<file path="src/hw/rtl/sat_pkg.sv">
// Shared types and constants for the seen-address table with aging.
`default_nettype none

package sat_pkg;

    localparam int DEFAULT_DEPTH = 64;
    localparam int ADDR_W        = 48;
    localparam int TIME_W        = 32;
    localparam int RSSI_W        = 8;
    localparam int COUNT_W       = 7;
    localparam int CFG_DATA_W    = 32;

    localparam logic [COUNT_W-1:0]    COUNT_MAX       = 7'd127;
    localparam logic [RSSI_W-1:0]     RSSI_THR_RESET  = 8'hBA;
    localparam logic [TIME_W-1:0]     MAX_AGE_RESET   = 32'd60000;

    typedef enum logic {
        CFG_RSSI_THRESHOLD = 1'b0,
        CFG_MAX_AGE_MS     = 1'b1
    } t_cfg_index;

    typedef enum logic [1:0] {
        OUT_IGNORED   = 2'd0,
        OUT_REFRESHED = 2'd1,
        OUT_INSERTED  = 2'd2,
        OUT_DROPPED   = 2'd3
    } t_outcome;

    typedef enum logic [1:0] {
        ST_IDLE,
        ST_LOOKUP,
        ST_WALK,
        ST_FINISH
    } t_state;

    typedef struct packed {
        logic              valid;
        logic [ADDR_W-1:0] addr;
        logic [TIME_W-1:0] seen;
    } t_entry;

    typedef struct packed {
        logic              shift;
        logic [ADDR_W-1:0] key;
    } t_chain_ctl;

endpackage

`default_nettype wire

</file>
<file path="src/hw/rtl/sat_cell.sv">
// One table entry of the rotating chain, with its own address comparator.
`default_nettype none

module sat_cell (
    input  wire                       i_clk,
    input  wire                       i_rst_n,
    input  wire sat_pkg::t_chain_ctl  i_ctl,
    input  wire sat_pkg::t_entry      i_entry,
    output sat_pkg::t_entry           o_entry,
    output logic                      o_match
);
    import sat_pkg::*;

    logic              r_valid;
    logic [ADDR_W-1:0] r_addr;
    logic [TIME_W-1:0] r_seen;

    always_ff @(posedge i_clk) begin
        if (!i_rst_n) begin
            r_valid <= 1'b0;
        end else if (i_ctl.shift) begin
            r_valid <= i_entry.valid;
        end
    end

    always_ff @(posedge i_clk) begin
        if (i_ctl.shift) begin
            r_addr <= i_entry.addr;
            r_seen <= i_entry.seen;
        end
    end

    assign o_entry.valid = r_valid;
    assign o_entry.addr  = r_addr;
    assign o_entry.seen  = r_seen;
    assign o_match       = r_valid && (r_addr == i_ctl.key);

endmodule

`default_nettype wire

</file>
<file path="config.mk">
export PLATFORM = sky130hd
export DESIGN_NAME = sat_cell
export DESIGN_NICKNAME = d
export VERILOG_FILES = /design/src/hw/rtl/sat_pkg.sv /design/src/hw/rtl/sat_cell.sv
export SDC_FILE = /design/constraint.sdc
export NUM_CORES = 1
export LEC_CHECK = 0
export BUFFER_PORTS_ARGS = -buffer_cell sky130_fd_sc_hd__buf_2
export CORE_MARGIN = 10
export CORE_UTILIZATION = 40
export CTS_BUF_LIST = sky130_fd_sc_hd__clkbuf_16
export DETAILED_ROUTE_END_ITERATION = 16
export PLACE_DENSITY = 0.77
export SYNTH_ARGS = -nofsm -noshare
export SYNTH_HDL_FRONTEND = slang
export SYNTH_SLANG_ARGS = --single-unit
</file>
<file path="constraint.sdc">
create_clock -name i_clk -period 1.9 [get_ports i_clk]
set_input_delay 0.19 -clock i_clk [delete_from_list [all_inputs] [get_ports i_clk]]
set_output_delay 0.19 -clock i_clk [all_outputs]
set_load 0.05 [all_outputs]
</file>
==> implementation parameters <==
Parameter                              Value

Power
  Pwr dens ... just over 1000 nW/µm²
  Pwr Total ... between 4 and 5 mW
  Static leakage ... slightly above 2 nW
  Maximum VDD drop ... about 0.69 mV

GRT
  Overflow left after global routing ... 0
  Largest net degree at the start of global routing ... 42
  Wire length of the first global-routing pass ... 13500 µm
  Vias in the first global route ... 2525
  Number of antenna violations at the first check in global routing ... 1
  Gr usage total ... between 15 and 20%

Die
  Area of the die ... about 11000 µm²
  Starting utilization of the core area ... between 40% and 50%
  Die boundary width ... between 100 and 150 µm
  Std-Cell Rows ... 31
  Height of the chip ... 107 µm
  Core Area ... 7250 µm²
  Number of top-level pins ... around 210

Run status
  Violations in the final reports ... setup timing
  Run status ... finished, violations left

Synthesis
  Post-synth cell types ... 20
  Post-synthesis sequential element count ... about 80
  Synthesized area per cell ... roughly 20 µm²
  Gate count of the mapped netlist ... ~150
  Share of the yosys chip area belonging to registers ... 80.9%
  Synth top area cells ... sky130_fd_sc_hd__edfxtp_1 80%, sky130_fd_sc_hd__xor2_1 9.7%, sky130_fd_sc_hd__xnor2_1 3.2%, sky130_fd_sc_hd__nor4_1 1.5%, sky130_fd_sc_hd__nand4_1 0.84%
  Net count after synthesis ... ~290
  Fraction of synthesized cell area taken by the top area cell type ... between 80% and 90%
  Total of warnings raised by yosys ... 0
  Post-Synthesis Cell Area ... around 3000 µm²
  Biggest area consumer among synthesized cells ... sky130_fd_sc_hd__edfxtp_1

Drt
  Starting DRC count in detailed routing ... 61
  Final routed DRC violation total ... 0
  First drt pass iteration count ... 4
  Wire length after detailed routing ... 8870 µm
  Avg WL per Cell ... ~18 µm
  Via count normalized by instance count ... between 4 and 5
  Via count ... 2156
  Count of antenna-violating nets left after detailed routing ... 0

STA
  Slew at the pin closest to its max-slew limit ... 455 ps
  Finish-stage setup viols ... 1
  Max-slew headroom at the worst pin ... between 60% and 70%
  Final-report max-slew violation count ... 0
  Final period demand of the worst path ... around 2100 ps
  Total count of hold-check failures in the final report ... 0
  Final WS setup ... -238 ps
  Worst Clk Skew ... 0 ps
  Final clock period utilization by the worst path ... 113%
  Hold slack final ... about 40 ps
  Setup TNS Final ... -238 ps
  Fmax ... about 470 MHz
  Unrepaired setup endpoints after global routing ... true

Setup path
  Startpoint type of the worst setup path ... register
  Largest stage delay on the critical path ... around 400 ps
  Critical path class ... register to output port
  R2R cell count ... 2
  Setup slack of the most critical reg-to-reg path ... ~1300 ps
  Crit-path cells ... xor2_1, nor4_2, nand4_1, nor4_4, buf_6
  Worst path slowest cell ... sky130_fd_sc_hd__edfxtp_1
  Critical Path Fanout Max ... 2
  Crit path DAT ... just under 2000 ps
  Data required time of the worst path ... ~1700 ps
  End of the critical path ... o_match
  Startpoint of the most critical setup path ... r_addr[17]
  Reg-to-Reg Start ... r_valid
  Worst setup EP type ... output port
  Capturing point of the worst reg2reg path ... r_valid

Final layout
  Fraction of final layout cells with drive strength greater than 1 ... 61.9%
  Post-synthesis to final-layout area growth ... 51.0%
  Utilization of the core after routing ... roughly 62%
  Net total in the final layout ... approximately 510

Clock network
  Total setup buffers inserted after CTS ... 0
  Cts bufs inserted ... 9
  Max H-tree Level ... 3
  Clock tree root driver cell ... sky130_fd_sc_hd__clkbuf_16
  Latest clock arrival within the worst-skew pair ... between 300 and 400 ps
  CTS max path bufs ... 2
  Clock slew at reported path FFs ... 60 ps
  CTS tree ... yes
  Number of clock sinks seen by CTS ... 81
  Hold_buf cts ... 0

Placement
  Count of port buffers added during placement ... approximately 210
  HPWL Detailed ... 7450 µm
  Routability-driven placement congestion ratio ... 0.805

Worst hold path
  Worst hold-check path type ... input port to register

Job
  Max Cap Violations ... 0
-- power by group --
part	leakage (nW)	switching, mW	total, mW	internal (mW)
clock network	0.128	0.630	1.50	0.869
logic	1.10	0.681	0.941	0.261
registers	0.791	0.0655	2.19	2.12
-- cells by family (layout without fill, tap and decap cells) --
kind of cell              count (synthesis)  count (layout)  synth area share, %
AOI/OAI and AO/OA                         4               4                 1.17
xor gates and xnor gates                 44              44                 12.9
other                                     0               1                    0
buffers and inverters                     5             235                0.752
muxes                                     1               1                0.334
DFF                                      81              81                 80.9
and+or+nand+nor                          18              18                 3.97
-- layer usage --
metal | global-route usage, % | part of all wire [%] | up-vias
met5 | 0 | 0 | -
met4 | 5.61 | 1.6 | 0
met3 | 8.45 | 12 | 10
met2 | 27.2 | 52 | 134
met1 | 14.7 | 35 | 978
li1 | - | - | 1034
-- how the worst min path moves through the flow --
stage,start,end,slack (ps),depth (start not counted)
final,i_entry[68],r_addr[36],40,1
after floorplan,i_entry[32],r_addr[0],290,0
after global placement,i_entry[9],r_seen[9],370,1
after detailed placement,i_entry[75],r_addr[43],370,1
after CTS,i_entry[75],r_addr[43],30,1
after global routing,i_entry[45],r_addr[13],20,1
-- synth_stat cells, drive strengths merged --
master / instances
xor2: 33
nor4: 8
xnor2: 11
o21ai: 1
nor2b: 1
buf: 1
mux2i: 1
dfxtp: 1
o221a: 1
a222oi: 1
nand4: 4
or4: 1
nand3: 1
nand2b: 1
inv: 4
o2111ai: 1
nor3: 1
edfxtp: 80
nor2: 1
-- per-stage QoR --
step | worst slack (ps) | instance area [µm²] | std cells
3_5_place_dp | -94.9 | 4220 | 467
5_1_grt | -387 | 4520 | 482
4_1_cts | -260 | 4520 | 482
6_report | -238 | 4520 | 483
3_3_place_gp | -79.0 | 4220 | 467
2_1_floorplan | -278 | 3000 | 153
-- sequential cells by signal, indices dropped and copies added, names as in the netlist --
signal   cells
r_addr      48
r_seen      32
r_valid      1
-- worst max-delay path, delay by kind of cell (launching register included) --
family	cells	cell delay, ps
xor+xnor	1	170
buf+inv	1	190
flops	1	400
simple gates	3	870
-- placed cells by master, fill, tap and decap left out, drive strengths merged, types with 2 or more instances in the layout --
cell type,count
edfxtp,80
clkinv,3
xor2,33
xnor2,11
buf,216
clkbuf,9
inv,5
nor4,8
nand4,4
clkinvlp,2
-- repair_timing --
action / CTS / global route
endpoints found under the setup margin: 1 / 1
pin swaps: 6 / 2
gates resized for setup: 6 / 0
-- cell type report --
cell class	instances	area, µm²
repair buffers	216	1110
well taps	99	124
flip-flops and latches	81	2420
multi-input cells	67	584
fillers	575	2730
diodes	1	2.50
clock buffers	9	225
inverters	4	15.0
clock inverters	6	37.5
Note: power is estimated with default switching activity, not from simulation.
