`config.mk`:
```
export PLATFORM = sky130hd
export DESIGN_NAME = sat_ctrl
export DESIGN_NICKNAME = d
export VERILOG_FILES = /design/src/hw/rtl/sat_pkg.sv /design/src/hw/rtl/sat_ctrl.sv
export SDC_FILE = /design/constraint.sdc
export NUM_CORES = 1
export LEC_CHECK = 0
export ABC_AREA = 1
export ABC_CLOCK_PERIOD_IN_PS = 9500
export BUFFER_PORTS_ARGS = -buffer_cell sky130_fd_sc_hd__buf_2
export CORE_ASPECT_RATIO = 1.75
export CORE_MARGIN = 2
export CORE_UTILIZATION = 28
export CTS_CLUSTER_DIAMETER = 50
export CTS_CLUSTER_SIZE = 24
export DETAILED_ROUTE_END_ITERATION = 8
export GPL_ROUTABILITY_DRIVEN = 0
export SLEW_MARGIN = 10
export SYNTH_ARGS = -nofsm -noshare
export SYNTH_HDL_FRONTEND = slang
export SYNTH_SLANG_ARGS = --single-unit
```
`constraint.sdc`:
```
create_clock -name i_clk -period 9.5 [get_ports i_clk]
set_input_delay 1.425 -clock i_clk [delete_from_list [all_inputs] [get_ports i_clk]]
set_output_delay 1.425 -clock i_clk [all_outputs]
set_load 0.01 [all_outputs]
```
`src/hw/rtl/sat_pkg.sv`:
```
// Shared types and constants for the seen-address table with aging.
`default_nettype none

package sat_pkg;

    localparam int DEFAULT_DEPTH = 64;
    localparam int ADDR_W        = 48;
    localparam int TIME_W        = 32;
    localparam int RSSI_W        = 8;
    localparam int COUNT_W       = 7;
    localparam int CFG_DATA_W    = 32;

    localparam logic [COUNT_W-1:0]    COUNT_MAX       = 7'd127;
    localparam logic [RSSI_W-1:0]     RSSI_THR_RESET  = 8'hBA;
    localparam logic [TIME_W-1:0]     MAX_AGE_RESET   = 32'd60000;

    typedef enum logic {
        CFG_RSSI_THRESHOLD = 1'b0,
        CFG_MAX_AGE_MS     = 1'b1
    } t_cfg_index;

    typedef enum logic [1:0] {
        OUT_IGNORED   = 2'd0,
        OUT_REFRESHED = 2'd1,
        OUT_INSERTED  = 2'd2,
        OUT_DROPPED   = 2'd3
    } t_outcome;

    typedef enum logic [1:0] {
        ST_IDLE,
        ST_LOOKUP,
        ST_WALK,
        ST_FINISH
    } t_state;

    typedef struct packed {
        logic              valid;
        logic [ADDR_W-1:0] addr;
        logic [TIME_W-1:0] seen;
    } t_entry;

    typedef struct packed {
        logic              shift;
        logic [ADDR_W-1:0] key;
    } t_chain_ctl;

endpackage

`default_nettype wire

```
`src/hw/rtl/sat_ctrl.sv`:
```
// Sequencer, configuration registers and head update stage of the entry chain.
`default_nettype none

module sat_ctrl #(
    parameter int TABLE_DEPTH = sat_pkg::DEFAULT_DEPTH
) (
    input  wire                            i_clk,
    input  wire                            i_rst_n,
    input  wire                            i_cfg_we,
    input  wire                            i_cfg_index,
    input  wire [sat_pkg::CFG_DATA_W-1:0]  i_cfg_data,
    input  wire                            i_in_valid,
    output logic                           o_in_ready,
    input  wire [sat_pkg::ADDR_W-1:0]      i_source_mac,
    input  wire signed [sat_pkg::RSSI_W-1:0] i_rssi,
    input  wire [sat_pkg::TIME_W-1:0]      i_now_ms,
    output logic                           o_out_valid,
    input  wire                            i_out_ready,
    output logic [1:0]                     o_outcome,
    output logic [sat_pkg::COUNT_W-1:0]    o_device_count,
    input  wire                            i_any_match,
    input  wire sat_pkg::t_entry           i_tail,
    output sat_pkg::t_entry                o_head,
    output sat_pkg::t_chain_ctl            o_ctl
);
    import sat_pkg::*;

    localparam int IDX_W = (TABLE_DEPTH > 1) ? $clog2(TABLE_DEPTH) : 1;
    localparam int CNT_W = $clog2(TABLE_DEPTH + 1);
    localparam logic [IDX_W-1:0] LAST_IDX = IDX_W'(TABLE_DEPTH - 1);

    t_state             r_state, n_state;
    logic [ADDR_W-1:0]  r_key, n_key;
    logic [TIME_W-1:0]  r_now, n_now;
    logic               r_strong, n_strong;
    logic               r_hit, n_hit;
    logic               r_inserted, n_inserted;
    logic [IDX_W-1:0]   r_idx, n_idx;
    logic [CNT_W-1:0]   r_n, n_n;
    logic [COUNT_W-1:0] r_held, n_held;
    logic               r_out_valid, n_out_valid;
    t_outcome           r_outcome, n_outcome;
    logic [COUNT_W-1:0] r_count, n_count;
    logic [RSSI_W-1:0]  r_thr;
    logic [TIME_W-1:0]  r_max_age;

    logic [TIME_W-1:0]  w_age;
    logic               w_expired;
    logic               w_take_slot;
    logic [COUNT_W-1:0] w_sat_n;
    t_entry             w_head;

    always_ff @(posedge i_clk) begin
        if (!i_rst_n) begin
            r_thr     <= RSSI_THR_RESET;
            r_max_age <= MAX_AGE_RESET;
        end else if (i_cfg_we) begin
            unique case (t_cfg_index'(i_cfg_index))
                CFG_RSSI_THRESHOLD: r_thr     <= i_cfg_data[RSSI_W-1:0];
                CFG_MAX_AGE_MS:     r_max_age <= i_cfg_data[TIME_W-1:0];
                default:            r_thr     <= r_thr;
            endcase
        end
    end

    // Head stage: refresh on a hit, otherwise purge, count and fill the first free slot.
    always_comb begin
        w_age       = r_now - i_tail.seen;
        w_expired   = w_age > r_max_age;
        w_take_slot = 1'b0;
        w_head      = i_tail;
        if (r_hit) begin
            if (i_tail.valid && (i_tail.addr == r_key)) begin
                w_head.seen = r_now;
            end
        end else begin
            w_head.valid = i_tail.valid && !w_expired;
            if (!w_head.valid && !r_inserted) begin
                w_take_slot  = 1'b1;
                w_head.valid = 1'b1;
                w_head.addr  = r_key;
                w_head.seen  = r_now;
            end
        end
    end

    assign w_sat_n = (32'(r_n) > 32'(COUNT_MAX)) ? COUNT_MAX : COUNT_W'(r_n);

    always_ff @(posedge i_clk) begin
        if (!i_rst_n) begin
            r_state     <= ST_IDLE;
            r_held      <= '0;
            r_out_valid <= 1'b0;
        end else begin
            r_state     <= n_state;
            r_held      <= n_held;
            r_out_valid <= n_out_valid;
        end
    end

    always_ff @(posedge i_clk) begin
        r_key      <= n_key;
        r_now      <= n_now;
        r_strong   <= n_strong;
        r_hit      <= n_hit;
        r_inserted <= n_inserted;
        r_idx      <= n_idx;
        r_n        <= n_n;
        r_outcome  <= n_outcome;
        r_count    <= n_count;
    end

    always_comb begin
        n_state     = r_state;
        n_key       = r_key;
        n_now       = r_now;
        n_strong    = r_strong;
        n_hit       = r_hit;
        n_inserted  = r_inserted;
        n_idx       = r_idx;
        n_n         = r_n;
        n_held      = r_held;
        n_out_valid = r_out_valid && !i_out_ready;
        n_outcome   = r_outcome;
        n_count     = r_count;
        o_in_ready  = 1'b0;
        o_ctl.shift = 1'b0;
        o_ctl.key   = r_key;
        unique case (r_state)
            ST_IDLE: begin
                o_in_ready = 1'b1;
                if (i_in_valid) begin
                    n_key    = i_source_mac;
                    n_now    = i_now_ms;
                    n_strong = i_rssi > $signed(r_thr);
                    n_state  = ST_LOOKUP;
                end
            end
            ST_LOOKUP: begin
                n_hit      = i_any_match;
                n_inserted = 1'b0;
                n_idx      = '0;
                n_n        = '0;
                n_state    = r_strong ? ST_WALK : ST_FINISH;
            end
            ST_WALK: begin
                o_ctl.shift = 1'b1;
                n_idx       = r_idx + 1'b1;
                n_inserted  = r_inserted || w_take_slot;
                n_n         = r_n + CNT_W'(w_head.valid);
                if (r_idx == LAST_IDX) begin
                    n_state = ST_FINISH;
                end
            end
            ST_FINISH: begin
                if (!r_out_valid || i_out_ready) begin
                    n_out_valid = 1'b1;
                    n_state     = ST_IDLE;
                    if (!r_strong) begin
                        n_outcome = OUT_IGNORED;
                        n_count   = r_held;
                    end else if (r_hit) begin
                        n_outcome = OUT_REFRESHED;
                        n_count   = r_held;
                    end else begin
                        n_outcome = r_inserted ? OUT_INSERTED : OUT_DROPPED;
                        n_held    = w_sat_n;
                        n_count   = w_sat_n;
                    end
                end
            end
            default: begin
                n_state = ST_IDLE;
            end
        endcase
    end

    assign o_head         = w_head;
    assign o_out_valid    = r_out_valid;
    assign o_outcome      = r_outcome;
    assign o_device_count = r_count;

    a_no_insert_on_hit: assert property (@(posedge i_clk) disable iff (!i_rst_n)
        (r_state == ST_WALK && r_hit) |-> !w_take_slot)
        else $error("slot filled during a refresh walk");

    a_walk_steps: assert property (@(posedge i_clk) disable iff (!i_rst_n)
        (r_state == ST_WALK && r_idx != LAST_IDX) |=>
            (r_state == ST_WALK && r_idx == $past(r_idx) + 1'b1))
        else $error("walk left early or skipped an entry");

    a_count_bound: assert property (@(posedge i_clk) disable iff (!i_rst_n)
        (r_state == ST_FINISH) |-> (32'(r_n) <= 32'(TABLE_DEPTH)))
        else $error("valid entry count exceeds table depth");

    a_single_fill: assert property (@(posedge i_clk) disable iff (!i_rst_n)
        (r_state == ST_WALK && r_inserted) |-> !w_take_slot)
        else $error("second slot filled in one walk");

endmodule

`default_nettype wire
```
==> results.md <==
- DRC: 0
- Slowest cell delay on critical path: 680 ps
- Port bufs: 348
- Top cell by count, worst path: nand2_1
- Share of cells above drive strength 1: 0.2552
- Synthesized net count: 1525
- Area Growth Syn to Fin: 27.68%
- Ports: 349
- Total power: 3.097 mW
- Vias post-DR: 9661
- Max-slew violations: 0
- Max_cap viols: 0
- Synthesized area: 9884 sq um
- Final Setup Violations: 0
- Wire per inst: 15.73 um
- TNS Setup: 0 ps
- Initial detailed-routing violation count: 502
- Nets@finish: 1861
- Fmax: 127.1 MHz
- DRT Pass-1 Iters: 5
- CP max stage cell: buf_4
- Hold-fix buffers at CTS: 0
- Core Rows: 91
- Mapped Cells: 1238
- Core box area: 35070 sq um
- CP Data Required Time: 8080 ps
- Initial Util: 0.2819
- Dpl ws: 1711 ps
- Fill count: 3789
- First-pass GRT wire length: 48.54 mm
- Biggest area consumer among synthesized cells: edfxtp_1
- Clk slew on worst S/H paths: 70 ps
- Vias in the first global route: 9420
- Leakage: 6.202 nW
- Grt total ovfl: 0
- Routed WL: 32.33 mm
- Synth warn: 0
- Skew final: 9.117 ps
- Final std cells w/o fill: 2055
- Die width: 146.0 um
- Hold Fails Final Rpt: 0
- CTS-repair resized insts: 0
- Number of vias per cell: 4.701
- EDFF count, synth: 105
- Status: completed
- Unique masters post-synth: 41
- Ys async rst share: 0
- Flops & latches, synth: 155
- Initial antenna violation count: 3
- Slew @ Worst Pin: 843.1 ps
- Placed Instances: 2020
- Maximum VDD drop: 0.1230 mV
- Total Routing Usage GR: 0.1709
- CTS tree: built
- Total Die Area: 36880 sq um
- Unrepaired setup endpoints after global routing: false
- Clock Sinks: 155
- CTS H-tree depth: 4
- Worst EP arrival: 6440 ps
- R2R Setup Slk: 4320 ps
- Setup CP Type: input pin to primary output
- Average cell area after synthesis: 7.984 sq um
- Setup Fix Bufs, Post-CTS: 0
- Crit start category: input pin
- Register area share after synthesis: 0.4203
- CTS buffer count: 17
- Die height: 252.6 um
- Hold Crit Class: flip-flop to flip-flop
- Tmin final: 7867 ps
- Post-DP HPWL: 26.42 mm
- Worst-skew pair later-pin latency: 450 ps
- Final WS setup: 1634 ps
- Post-route ant nets: 0
- Slew HR: 0.4379
- Synth Flop Type: edfxtp_1
- Top cells by area, synth: edfxtp_1, nand2_1, dfxtp_1
- PwrDens: 245.4 nW/um^2
- Critical Path End Type: primary output
- Pin count of the biggest net entering global routing: 74
- Final period utilization: 0.8281
- Yosys top cell area share: 0.3190
- CP max FO: 73
- CTS root buffer: clkbuf_16
- Max clock buf depth: 2
- Util after Layout: 0.3599
sequential cells by signal (all words and copies together), names as in the netlist:
signal / cells
o_device_count: 7
o_out_valid: 1
o_outcome: 2
r_held: 7
r_hit: 1
r_idx: 6
r_inserted: 1
r_key: 48
r_max_age: 32
r_n: 7
r_now: 32
r_state: 2
r_strong: 1
r_thr: 8
layer usage:
metal / part of all wire / up-vias / GRT usage
li1: - / 4815 / -
met1: 0.35 / 4381 / 0.1640
met2: 0.54 / 378 / 0.3267
met3: 0.054 / 87 / 0.03700
met4: 0.055 / 0 / 0.1082
met5: 0 / - / 0
synthesized netlist by cell type, types with 3 or more instances:
| cell type | instances |
|---|---|
| a211oi_1 | 8 |
| a21o_1 | 4 |
| a21oi_1 | 97 |
| a221oi_1 | 3 |
| buf_2 | 6 |
| buf_6 | 10 |
| clkbuf_1 | 15 |
| dfxtp_1 | 50 |
| edfxtp_1 | 105 |
| ha_1 | 78 |
| inv_1 | 184 |
| nand2_1 | 300 |
| nand3_1 | 77 |
| nand3b_1 | 3 |
| nand4_1 | 7 |
| nor2_1 | 75 |
| nor3_1 | 8 |
| nor4_1 | 6 |
| o211ai_1 | 17 |
| o21a_1 | 3 |
| o21ai_0 | 86 |
| o21ai_1 | 11 |
| o21ai_2 | 12 |
| o21bai_1 | 4 |
| o22ai_1 | 10 |
| xnor2_1 | 13 |
| xor2_1 | 27 |
final timing paths:
kind / start / end / depth (start not counted)
max: i_tail[0] / o_head[19] / 26
min: r_held[5] / r_held[5] / 2
max reg2reg: r_now[0] / r_n[6] / 33
min reg2reg: r_held[5] / r_held[5] / 2
area by class of cell:
type / count / area [sq um] / share of cell area
Multi-Input combinational cell: 862 / 4810 / 0.3811
Sequential cell: 155 / 4154 / 0.3291
Timing Repair Buffer: 353 / 1779 / 0.1410
Inverter: 185 / 695.7 / 0.05512
Tap cell: 465 / 581.8 / 0.04610
Clock buffer: 17 / 425.4 / 0.03371
Clock inverter: 15 / 167.7 / 0.01328
Antenna cell: 3 / 7.507 / 0.0005948
report_power, final:
part           internal, mW  switching, mW  total (mW)
Sequential            0.903         0.0891       0.993
Combinational         0.506          0.914        1.42
Clock                 0.353          0.332       0.685
Total                  1.76           1.34        3.10
logic make-up (layout without fill, tap and decap cells):
logic type / after synthesis / count (layout) / share of synthesized area
other: 0 / 3 / 0
AO/OA/AOI/OAI: 260 / 260 / 0.1491
flip-flops: 155 / 155 / 0.4203
adder cells (fa/ha/maj): 79 / 79 / 0.1008
AND/OR/NAND/NOR: 483 / 483 / 0.2013
XOR/XNOR: 40 / 40 / 0.03544
buffers and inverters: 221 / 570 / 0.09316
stage by stage:
| step | hold slack [ps] | instance area (sq um) |
|---|---|---|
| after floorplan | 430.7 | 9884 |
| after global placement | 440.4 | 12020 |
| after detailed placement | 446.8 | 12020 |
| after CTS | 458.4 | 12610 |
| after global routing | 484.9 | 12620 |
| final | 457.7 | 12620 |
cells in the final DEF, fill, tap and decap left out, types with 13 or more instances in the layout:
| cell | count |
|---|---|
| buf_2 | 348 |
| nand2_1 | 300 |
| inv_1 | 183 |
| edfxtp_1 | 105 |
| a21oi_1 | 97 |
| o21ai_0 | 86 |
| ha_1 | 78 |
| nand3_1 | 77 |
| nor2_1 | 75 |
| dfxtp_1 | 50 |
| xor2_1 | 27 |
| o211ai_1 | 17 |
| clkbuf_16 | 17 |
| xnor2_1 | 13 |
worst max-delay path: cells and delay by family:
family	cells	cell delay [ps]
buffers and inverters	4	970
and+or+nand+nor	17	2520
adders and majority gates	3	810
AOI/OAI and AO/OA	2	650
Note: power is estimated with default switching activity, not from simulation.
